==> src/rtl/assert_macros.svh <==
`ifndef ASSERT_MACROS_SVH
`define ASSERT_MACROS_SVH

// Same-cycle implication, clocked on i_clk, off while reset is asserted
`define BDQ_ASSERT_NOW(name, ante, cons) \
    name: assert property (@(posedge i_clk) disable iff (!i_rst_n) (ante) |-> (cons)) \
        else $error("bounded_deque: same-cycle check failed");

// Next-cycle implication, clocked on i_clk, off while reset is asserted
`define BDQ_ASSERT_NEXT(name, ante, cons) \
    name: assert property (@(posedge i_clk) disable iff (!i_rst_n) (ante) |=> (cons)) \
        else $error("bounded_deque: next-cycle check failed");

`endif

==> src/rtl/bdq_pkg.sv <==
// ----------------------------------------------------------------------------
// bdq_pkg
// Shared constants, codes and types of the bounded deque.
// ----------------------------------------------------------------------------
package bdq_pkg;

    // Default configuration
    localparam int DEPTH_DEF       = 16;
    localparam int VALUE_WIDTH_DEF = 32;

    // Fixed field widths
    localparam int ACTION_W = 3;
    localparam int ITEM_W   = 32;
    localparam int STATUS_W = 2;

    // Action codes
    localparam logic [ACTION_W-1:0] ACT_PUSH_FRONT = 3'd0;
    localparam logic [ACTION_W-1:0] ACT_PUSH_BACK  = 3'd1;
    localparam logic [ACTION_W-1:0] ACT_SHOW       = 3'd2;
    localparam logic [ACTION_W-1:0] ACT_POP_FRONT  = 3'd3;
    localparam logic [ACTION_W-1:0] ACT_POP_BACK   = 3'd4;

    // Status codes
    localparam logic [STATUS_W-1:0] ST_DONE  = 2'd0;
    localparam logic [STATUS_W-1:0] ST_EMPTY = 2'd1;
    localparam logic [STATUS_W-1:0] ST_FULL  = 2'd2;

    // Back-end operation kinds
    localparam logic [1:0] OP_STAT  = 2'd0;  // status result only
    localparam logic [1:0] OP_WRITE = 2'd1;  // store write, then status result
    localparam logic [1:0] OP_READ  = 2'd2;  // store read, result carries data

    // Control part of one queued operation
    typedef struct packed {
        logic [1:0]          kind;
        logic [STATUS_W-1:0] status;
        logic                last;
    } t_ctl;

endpackage

==> src/rtl/bdq_queue.sv <==
// ----------------------------------------------------------------------------
// bdq_queue
// Two-entry FIFO between the front end and the back end.
// ----------------------------------------------------------------------------
module bdq_queue
    import bdq_pkg::*;
#(
    parameter int WIDTH = 8
) (
    input  logic             i_clk,
    input  logic             i_rst_n,
    input  logic             i_push,
    input  logic [WIDTH-1:0] i_data,
    output logic             o_full,
    input  logic             i_pop,
    output logic             o_valid,
    output logic [WIDTH-1:0] o_data
);

    logic [WIDTH-1:0] r_mem [2];
    logic             r_wr_ptr, n_wr_ptr;
    logic             r_rd_ptr, n_rd_ptr;
    logic [1:0]       r_cnt, n_cnt;
    logic             do_push, do_pop;

    assign o_full  = (r_cnt == 2'd2);
    assign o_valid = (r_cnt != 2'd0);
    assign o_data  = r_mem[r_rd_ptr];

    assign do_push = i_push && !o_full;
    assign do_pop  = i_pop && o_valid;

    // Pointer and occupancy update
    always_comb begin
        n_wr_ptr = do_push ? !r_wr_ptr : r_wr_ptr;
        n_rd_ptr = do_pop ? !r_rd_ptr : r_rd_ptr;
        n_cnt    = r_cnt;
        if (do_push && !do_pop) begin
            n_cnt = r_cnt + 2'd1;
        end else if (do_pop && !do_push) begin
            n_cnt = r_cnt - 2'd1;
        end
    end

    always_ff @(posedge i_clk) begin
        if (!i_rst_n) begin
            r_wr_ptr <= 1'b0;
            r_rd_ptr <= 1'b0;
            r_cnt    <= 2'd0;
        end else begin
            r_wr_ptr <= n_wr_ptr;
            r_rd_ptr <= n_rd_ptr;
            r_cnt    <= n_cnt;
        end
    end

    // Entry storage
    always_ff @(posedge i_clk) begin
        if (do_push) begin
            r_mem[r_wr_ptr] <= i_data;
        end
    end

endmodule

==> src/rtl/bdq_front.sv <==
// ----------------------------------------------------------------------------
// bdq_front
// Accepts commands, keeps the ring front index and entry count, decides the
// status of each command and issues store operations to the back end.
// ----------------------------------------------------------------------------
`include "assert_macros.svh"

module bdq_front
    import bdq_pkg::*;
#(
    parameter int DEPTH       = DEPTH_DEF,
    parameter int VALUE_WIDTH = VALUE_WIDTH_DEF,
    parameter int AW          = $clog2(DEPTH),
    parameter int CW          = $clog2(DEPTH + 1)
) (
    input  logic                   i_clk,
    input  logic                   i_rst_n,
    input  logic                   start,
    output logic                   o_busy,
    input  logic [ACTION_W-1:0]    i_action,
    input  logic signed [31:0]     i_value,
    input  logic                   i_full,
    output logic                   o_enq,
    output t_ctl                   o_enq_ctl,
    output logic [AW-1:0]          o_enq_addr,
    output logic [VALUE_WIDTH-1:0] o_enq_data
);

    logic [AW-1:0] r_front, n_front;
    logic [CW-1:0] r_count, n_count;
    logic          r_show_active, n_show_active;
    logic [AW-1:0] r_show_addr, n_show_addr;
    logic [CW-1:0] r_show_left, n_show_left;

    logic          accept;
    logic          is_full, is_empty;
    logic [AW-1:0] front_inc, front_dec, show_inc, back_idx;
    logic [CW:0]   back_sum;
    logic [63:0]   value_wide;

    assign o_busy   = r_show_active || i_full;
    assign accept   = start && !o_busy;
    assign is_full  = (r_count == CW'(DEPTH));
    assign is_empty = (r_count == '0);

    // Ring index arithmetic, modulo DEPTH
    assign front_inc = (r_front == AW'(DEPTH - 1)) ? '0 : r_front + AW'(1);
    assign front_dec = (r_front == '0) ? AW'(DEPTH - 1) : r_front - AW'(1);
    assign show_inc  = (r_show_addr == AW'(DEPTH - 1)) ? '0 : r_show_addr + AW'(1);
    assign back_sum  = (CW+1)'(r_front) + (CW+1)'(r_count);
    assign back_idx  = (back_sum >= (CW+1)'(DEPTH)) ? AW'(back_sum - (CW+1)'(DEPTH))
                                                    : AW'(back_sum);

    // Keep the low VALUE_WIDTH bits of the pushed value
    assign value_wide = {32'b0, i_value};
    assign o_enq_data = value_wide[VALUE_WIDTH-1:0];

    // Command decode and show sequencing
    always_comb begin
        n_front          = r_front;
        n_count          = r_count;
        n_show_active    = r_show_active;
        n_show_addr      = r_show_addr;
        n_show_left      = r_show_left;
        o_enq            = 1'b0;
        o_enq_ctl.kind   = OP_STAT;
        o_enq_ctl.status = ST_DONE;
        o_enq_ctl.last   = 1'b1;
        o_enq_addr       = r_front;

        if (r_show_active) begin
            // One read per cycle while the queue is not full, front to back
            if (!i_full) begin
                o_enq          = 1'b1;
                o_enq_ctl.kind = OP_READ;
                o_enq_ctl.last = (r_show_left == CW'(1));
                o_enq_addr     = r_show_addr;
                n_show_addr    = show_inc;
                n_show_left    = r_show_left - CW'(1);
                if (r_show_left == CW'(1)) begin
                    n_show_active = 1'b0;
                end
            end
        end else if (accept) begin
            unique case (i_action)
                ACT_PUSH_FRONT: begin
                    o_enq = 1'b1;
                    if (is_full) begin
                        o_enq_ctl.status = ST_FULL;
                    end else begin
                        o_enq_ctl.kind = OP_WRITE;
                        o_enq_addr     = front_dec;
                        n_front        = front_dec;
                        n_count        = r_count + CW'(1);
                    end
                end
                ACT_PUSH_BACK: begin
                    o_enq = 1'b1;
                    if (is_full) begin
                        o_enq_ctl.status = ST_FULL;
                    end else begin
                        o_enq_ctl.kind = OP_WRITE;
                        o_enq_addr     = back_idx;
                        n_count        = r_count + CW'(1);
                    end
                end
                ACT_SHOW: begin
                    if (is_empty) begin
                        o_enq            = 1'b1;
                        o_enq_ctl.status = ST_EMPTY;
                    end else begin
                        n_show_active = 1'b1;
                        n_show_addr   = r_front;
                        n_show_left   = r_count;
                    end
                end
                ACT_POP_FRONT: begin
                    o_enq = 1'b1;
                    if (is_empty) begin
                        o_enq_ctl.status = ST_EMPTY;
                    end else begin
                        n_front = front_inc;
                        n_count = r_count - CW'(1);
                    end
                end
                ACT_POP_BACK: begin
                    o_enq = 1'b1;
                    if (is_empty) begin
                        o_enq_ctl.status = ST_EMPTY;
                    end else begin
                        n_count = r_count - CW'(1);
                    end
                end
                default: begin
                    // unknown action: no effect
                end
            endcase
        end
    end

    always_ff @(posedge i_clk) begin
        if (!i_rst_n) begin
            r_front       <= '0;
            r_count       <= '0;
            r_show_active <= 1'b0;
            r_show_left   <= '0;
        end else begin
            r_front       <= n_front;
            r_count       <= n_count;
            r_show_active <= n_show_active;
            r_show_left   <= n_show_left;
        end
    end

    always_ff @(posedge i_clk) begin
        r_show_addr <= n_show_addr;
    end

    // Checks
    `BDQ_ASSERT_NOW(a_count_range, 1'b1, r_count <= CW'(DEPTH))
    `BDQ_ASSERT_NOW(a_show_nonempty, r_show_active, r_show_left != '0 && r_count != '0)
    `BDQ_ASSERT_NOW(a_enq_has_room, o_enq, !i_full)
    `BDQ_ASSERT_NEXT(a_show_stall_hold, r_show_active && !o_enq,
                     r_show_left == $past(r_show_left) && r_show_active)

endmodule

==> src/rtl/bdq_back.sv <==
// ----------------------------------------------------------------------------
// bdq_back
// Holds the entry store, carries out queued writes and reads, and drives
// the registered result strobe.
// ----------------------------------------------------------------------------
module bdq_back
    import bdq_pkg::*;
#(
    parameter int DEPTH       = DEPTH_DEF,
    parameter int VALUE_WIDTH = VALUE_WIDTH_DEF,
    parameter int AW          = $clog2(DEPTH)
) (
    input  logic                   i_clk,
    input  logic                   i_rst_n,
    input  logic                   i_valid,
    input  t_ctl                   i_ctl,
    input  logic [AW-1:0]          i_addr,
    input  logic [VALUE_WIDTH-1:0] i_data,
    output logic                   o_valid,
    output logic signed [31:0]     o_item_value,
    output logic [STATUS_W-1:0]    o_status,
    output logic                   o_last_of_run
);

    logic [VALUE_WIDTH-1:0] r_store [DEPTH];
    logic [VALUE_WIDTH-1:0] r_rd_data;
    logic                   r_valid;
    logic                   r_is_read;
    logic [STATUS_W-1:0]    r_status;
    logic                   r_last;
    logic [63:0]            rd_wide;

    // Entry store: one write or one registered read per cycle
    always_ff @(posedge i_clk) begin
        if (i_valid && i_ctl.kind == OP_WRITE) begin
            r_store[i_addr] <= i_data;
        end
        if (i_valid && i_ctl.kind == OP_READ) begin
            r_rd_data <= r_store[i_addr];
        end
    end

    // Result register
    always_ff @(posedge i_clk) begin
        if (!i_rst_n) begin
            r_valid <= 1'b0;
        end else begin
            r_valid <= i_valid;
        end
    end

    always_ff @(posedge i_clk) begin
        r_is_read <= (i_ctl.kind == OP_READ);
        r_status  <= i_ctl.status;
        r_last    <= i_ctl.last;
    end

    assign rd_wide       = 64'(r_rd_data);
    assign o_valid       = r_valid;
    assign o_item_value  = r_is_read ? rd_wide[ITEM_W-1:0] : '0;
    assign o_status      = r_status;
    assign o_last_of_run = r_last;

endmodule

==> src/rtl/bounded_deque.sv <==
// Push and pop: queued, then registered result; one command per cycle while not busy.
// Show of N entries: N results, one per cycle unless stalled; busy until the last read.
// Empty show, pop on empty, push on full: one status result, by the same path.
// The pace is set by the single-port entry store, one access per cycle.
// Synchronous active-low reset empties the deque; stored values are not cleared.
// Results cannot be held off by the receiver.
// ----------------------------------------------------------------------------
// bounded_deque
// Double-ended queue of signed values in a ring of DEPTH entries, with
// push/pop at both ends and a show command that lists all entries.
// ----------------------------------------------------------------------------
module bounded_deque
    import bdq_pkg::*;
#(
    parameter int DEPTH       = DEPTH_DEF,
    parameter int VALUE_WIDTH = VALUE_WIDTH_DEF
) (
    input  logic                i_clk,
    input  logic                i_rst_n,
    input  logic                start,
    output logic                busy,
    input  logic [ACTION_W-1:0] i_action,
    input  logic signed [31:0]  i_value,
    output logic                o_valid,
    output logic signed [31:0]  o_item_value,
    output logic [STATUS_W-1:0] o_status,
    output logic                o_last_of_run
);

    localparam int AW = $clog2(DEPTH);
    localparam int CW = $clog2(DEPTH + 1);
    localparam int QW = $bits(t_ctl) + AW + VALUE_WIDTH;

    logic                   enq;
    t_ctl                   enq_ctl;
    logic [AW-1:0]          enq_addr;
    logic [VALUE_WIDTH-1:0] enq_data;
    logic                   q_full;
    logic                   q_valid;
    logic [QW-1:0]          q_data;
    t_ctl                   op_ctl;
    logic [AW-1:0]          op_addr;
    logic [VALUE_WIDTH-1:0] op_data;

    // Front end: command decode, ring pointers
    bdq_front #(
        .DEPTH       (DEPTH),
        .VALUE_WIDTH (VALUE_WIDTH),
        .AW          (AW),
        .CW          (CW)
    ) u_front (
        .i_clk      (i_clk),
        .i_rst_n    (i_rst_n),
        .start      (start),
        .o_busy     (busy),
        .i_action   (i_action),
        .i_value    (i_value),
        .i_full     (q_full),
        .o_enq      (enq),
        .o_enq_ctl  (enq_ctl),
        .o_enq_addr (enq_addr),
        .o_enq_data (enq_data)
    );

    // Operation queue
    bdq_queue #(
        .WIDTH (QW)
    ) u_queue (
        .i_clk   (i_clk),
        .i_rst_n (i_rst_n),
        .i_push  (enq),
        .i_data  ({enq_ctl, enq_addr, enq_data}),
        .o_full  (q_full),
        .i_pop   (q_valid),
        .o_valid (q_valid),
        .o_data  (q_data)
    );

    assign {op_ctl, op_addr, op_data} = q_data;

    // Back end: entry store and result register
    bdq_back #(
        .DEPTH       (DEPTH),
        .VALUE_WIDTH (VALUE_WIDTH),
        .AW          (AW)
    ) u_back (
        .i_clk         (i_clk),
        .i_rst_n       (i_rst_n),
        .i_valid       (q_valid),
        .i_ctl         (op_ctl),
        .i_addr        (op_addr),
        .i_data        (op_data),
        .o_valid       (o_valid),
        .o_item_value  (o_item_value),
        .o_status      (o_status),
        .o_last_of_run (o_last_of_run)
    );

endmodule
==> config.mk <==
export PLATFORM = sky130hd
export DESIGN_NAME = bounded_deque
export DESIGN_NICKNAME = d
export VERILOG_FILES = /design/src/rtl/bdq_pkg.sv /design/src/rtl/bdq_queue.sv /design/src/rtl/bdq_front.sv /design/src/rtl/bdq_back.sv /design/src/rtl/bounded_deque.sv
export VERILOG_INCLUDE_DIRS = /design/src /design/src/rtl
export SDC_FILE = /design/constraint.sdc
export NUM_CORES = 1
export LEC_CHECK = 0
export ABC_AREA = 1
export BUFFER_PORTS_ARGS = -buffer_cell sky130_fd_sc_hd__buf_2
export CELL_PAD_IN_SITES_DETAIL_PLACEMENT = 1
export CELL_PAD_IN_SITES_GLOBAL_PLACEMENT = 1
export CORE_AREA = 2 2 183 320
export CTS_CLUSTER_DIAMETER = 120
export CTS_CLUSTER_SIZE = 28
export DETAILED_ROUTE_END_ITERATION = 6
export DIE_AREA = 0 0 185 322
export GPL_ROUTABILITY_DRIVEN = 0
export PLACE_DENSITY_LB_ADDON = 0.1
export SYNTH_ARGS = -nofsm -noshare
export SYNTH_HDL_FRONTEND = slang
export SYNTH_SLANG_ARGS = --single-unit
==> constraint.sdc <==
create_clock -name i_clk -period 5.9 [get_ports i_clk]
set_input_delay 0.59 -clock i_clk [delete_from_list [all_inputs] [get_ports i_clk]]
set_output_delay 0.59 -clock i_clk [all_outputs]
set_load 0.1 [all_outputs]
======== Word level (Yosys, flattened, before mapping) ========
Memories as Yosys holds them, arrays and structs flattened. A register that Yosys moved wholly into a read port is not among the register bits.
Index checks and enable logic that the tools add are counted.
operators by class
  add/subtract/negate cells ............... 10
  order comparisons ....................... 1
  eq/ne operators ......................... 16
  mux-type cells .......................... 56
  bitwise operators ....................... 1
  reductions and logical operators ........ 29
operator list
  kind                 number
  $mux 4               16
  $mux 5               7
  $mux 32              1
  $mux 1               21
  $pmux 4 s2           2
  $mux 2               6
  $reduce_bool 2->1    6
  $pmux 5 s2           1
  $sub 5x1->5 const B  2
  $add 4x1->4 const B  2
  $eq 4x4->1 const B   2
  $ne 2x2->1 const B   4
  $reduce_and 4->1     2
  $sub 4x1->4 const B  2
  $add 4x5->6          1
  $eq 3x2->1 const B   2
  $ge 6x5->1 const B   1
  $logic_and 1x1->1    6
  $logic_not 1->1      6
  $add 5x1->5 const B  1
  $eq 5x1->1 const B   1
  $eq 5x5->1 const B   1
  $logic_not 5->1      1
  $reduce_and 5->1     1
  other kinds (16)     18
storage, ports and cells
  bits in registers ....................... 28
  RAM bits ................................ 594
  input bits .............................. 38
  output and inout bits ................... 37
  memories kept ........................... 2
memories
  memory          depth  width  read ports  clocked after memory_dff  write ports  RTL line         RTL
  u_back.r_store  16     32     1           1                         1            bdq_back.sv:25   logic [VALUE_WIDTH-1:0] r_store [DEPTH];
  u_queue.r_mem   2      41     1           1                         1            bdq_queue.sv:20  logic [WIDTH-1:0] r_mem [2];

======== Depth between registers and ports, before layout ========
  word-level depth ........................ 11
  depth in mapped cells ................... 13
  gate-level depth less buffers ........... 12

======== Modules after synthesis ========
A second synthesis with hierarchy kept.
second synthesis, totals
  cells, all modules ...................... 2645
  area, all modules ....................... 28269.6 um2
modules (own cells, without submodules)
  module     instances  cells an instance  area each (um2)
  bdq_back   1          2192               22915.7
  bdq_queue  1          165                3410.8
  bdq_front  1          288                1943.1

======== Worst setup path before layout ========
Ideal clock, no wire load.
  path kind ............................... register -> register
  start ................................... register with a tool-made name
  end ..................................... register u_back.r_rd_data[0] (read register of u_back.r_store) (enable)
  setup time .............................. 0.461 ns
  data arrival time ....................... 3.394 ns
  data required time ...................... 5.439 ns
  setup slack ............................. 2.045 ns
  stages on the path, launching flop included .. 7
  path buffers ............................ 1
  cell sequence ........................... dfxtp_1 > inv_2 > buf_2 > or2_2 > o21ai_0 > inv_1 > nor3_1
RTL lines
  element           RTL line        RTL
  end: declaration  bdq_back.sv:26  logic [VALUE_WIDTH-1:0] r_rd_data;

==> results.md <==
- Yosys reg bits: 655
- Post-route ant nets: 0
- Seq/Total Area, Yosys: 70.26%
- Port bufs: 74
- Max rail drop VDD: 0.4275 mV
- Slew Viols, Final: 0
- CORE AREA: 0.05689 mm²
- CP Max Fanout: 77
- TritonCTS buffer count: 27
- Internal power: 7.767 mW
- Number of antenna violations at the first check in global routing: 1
- Comb pwr share: 37.1%
- Max Clock Freq: 252.6 MHz
- Row count: 116
- Chip width: 185 µm
- Outcome: finished clean
- Synth Area in Compound Gates: 1.240%
- Grt peak-use layer: met2
- Layout fillers: 6297
- CTS tree: yes
- Clock Skew: 29.54 ps
- Die Y: 322 µm
- Setup violations, final: 0
- Layout area overhead: 7.357%
- Largest net degree at the start of global routing: 120
- Synth Cell Area: 0.02764 mm²
- RSZ-0062 raised after global routing: no
- Root Driver: clkbuf_16
- Post-synthesis mux area share: 0%
- Clock share of power: 17.2%
- Sinks on Clock Net: 655
- Max Root-Sink Buffers: 3
- TritonRoute pass-1 iters: 5
- Avg Cell Area, Syn: 10.18 µm²
- P_sw: 5.498 mW
- YS warnings: 0
- Drt total wl: 77990 µm
- Final hold violation count: 0
- Post-synthesis xor/xnor area fraction: 0.1584%
- Total GRT Usage: 26.60%
- Gr ovfl total: 0
- Tcrit/Tclk final: 67.09%
- Data arrival, critical path: 4170 ps
- Vias per cell: 5.286
- Leak: 12.46 nW
- Die area: 0.05957 mm²
- Grt met2 use: 50.97%
- Grt met3 use: 2.035%
- Top FF cell, synth: edfxtp_1
- Distinct cells, synth: 32
- Slew margin rel.: 11.82%
- Io pins: 75
- Area leader, netlist: edfxtp_1
- Worst-skew pair later-pin latency: 620 ps
- Worst-path clk slew: 110 ps
- Syn Nets: 2767
- Ys async rst share: 0%
- Setup TNS: 0 ps
- Final core utilization: 52.15%
- Post-synth EDFFs: 630
- First DRT Iteration DRCs: 1183
- Share of layout cells above drive strength 1: 6.241%
- Max Cap Viol: 0
- H-tree lvl count: 1
- Crit path capture type: register
- Main combinational cell family by area after synthesis: simple AND/OR/NAND/NOR gates
- Vias in the first global route: 20090
- Worst Tran Pin Value: 1320 ps
- Synthesized-area fraction occupied by adder cells: 0.6881%
- Met1 GRT Util: 29.66%
- Reg power frac: 45.7%
- Post-Synthesis Cells: 2715
- DP Wirelength: 48940 µm
- Post-cts resize count: 0
- Routed vias: 18620
- Wire length per cell: 22.14 µm
- Post-CTS Hold Buffers: 0
- # diodes: 0
- Top cells by count, synth: nand2_1 (1602), edfxtp_1 (630), inv_1 (137)
- DRC viols: 0
- Initial Utilization: 48.58%
- Crit start category: register
- Count leader, synth: nand2_1
- Top cells by area, synth: edfxtp_1 (68%), nand2_1 (22%), inv_1 (1.9%)
- Area of placed instances: 0.02889 mm²
- PwrDens: 447.1 mW/mm²
- Synth Area in Simple Gates: 23.79%
- Sw frac: 41.45%
- Number of buffers added for setup after CTS: 0
- Layout Nets: 2787
- Global-route wire length before repair: 116900 µm
- Min-Delay Path Class: in2reg
- CP Class: reg2reg
- Final instance area: 0.02967 mm²
- Required time of the critical path: 6120 ps
- Synth top area share: 68.45%
- Final min period: 3958 ps
==> routing by layer <==
metal	wire [µm]	share of wire (%)
met1	29040	37
met2	42580	55
met3	2534	3.2
met4	3827	4.9
met5	0	0
==> power by group through the flow <==
stage	Combinational (mW)	Sequential, mW	Clock (mW)
6_report	4.92	6.06	2.29
5_1_grt	5.42	6.09	2.46
4_1_cts	4.97	6.06	2.33
3_5_place_dp	4.94	6.17	0
3_3_place_gp	4.79	6.15	0
2_1_floorplan	3.24	6.16	0
==> cells in the final DEF (no fill, tap or decap), types with 2 or more instances in the layout <==
cell type  synthesis  routed
nand2_1         1602    1599
edfxtp_1         630     630
inv_1            137     137
buf_2             71      74
nor2_1            69      51
nand3_1           37      37
clkbuf_16          0      27
o21ai_0           26      26
a21oi_1           26      25
buf_4              1      23
dfxtp_1           25      23
nor2_4             3      21
clkbuf_1          34      21
ha_1              12      12
inv_2              6       5
buf_12             0       5
nand4_1            4       4
or2_2              3       3
o211ai_1           3       3
xor2_1             3       3
nand2_4            0       3
o22ai_1            2       2
nor3_2             1       2
xnor2_1            2       2
or2_1              2       2
o21ai_2            2       2
fa_1               2       2
dfxtp_2            0       2
==> registers in the layout, indices dropped and copies added (netlist names), named ones only <==
signal and flops:
u_queue.r_mem 82, u_front.r_front 4, u_back.r_is_read 1, u_back.o_valid 1, u_front.r_count 5, u_back.r_rd_data 32, u_back.r_store 512, u_front.r_show_left 5
u_front.r_show_addr 4, u_back.o_last_of_run 1, u_queue.r_cnt 2, u_queue.r_rd_ptr 1, u_front.r_show_active 1, u_back.o_status 2, u_queue.r_wr_ptr 1
==> worst paths after layout <==
| path | startpoint | to | slack [ps] | depth (start not counted) |
|---|---|---|---|---|
| setup reg to reg | register | u_back.r_store[2][14] | 1940 | 6 |
| hold reg to reg | u_queue.r_mem[0][37] | u_back.o_status[0] | 460 | 2 |
| setup / recovery | register | u_back.r_store[2][14] | 1940 | 6 |
| hold / removal | i_value[0] | u_queue.r_mem[1][0] | 170 | 1 |
==> critical path: stages, from the launching register on <==
cell     delay [ps]
dfxtp_2         350
inv_2           340
buf_4           350
nand2_1         130
nand2_4         710
nand3_1         510
nor2_4         1140
==> logic make-up after synthesis <==
group / after synthesis
buffers and inverters: 254
DFF: 655
AOI/OAI and AO/OA: 63
xor gates and xnor gates: 5
and+or+nand+nor: 1724
adders and majority gates: 14
==> metrics by stage <==
step                      total power [mW]  hold WS (ps)  instances  worst slack [ps]
after floorplan                      9.399         411.9       2715              2045
after global placement               10.94         447.5       3473              2070
after detailed placement             11.11         441.3       3473              1962
after CTS                            13.36         132.1       3523              1922
after global routing                 13.96         140.1       3523              1710
final                                13.26         168.6       3523              1942
==> layout make-up <==
type	count	area, µm²	area share [%]
Sequential cell	655	19420	65.45
Tap cell	767	959.7	3.234
Inverter	143	539.3	1.817
Multi-Input combinational cell	1806	7325	24.69
Timing Repair Buffer	102	643.1	2.167
Clock inverter	2	28.78	0.09699
Clock buffer	48	754.5	2.543
Power figures use the tool's default switching activity.
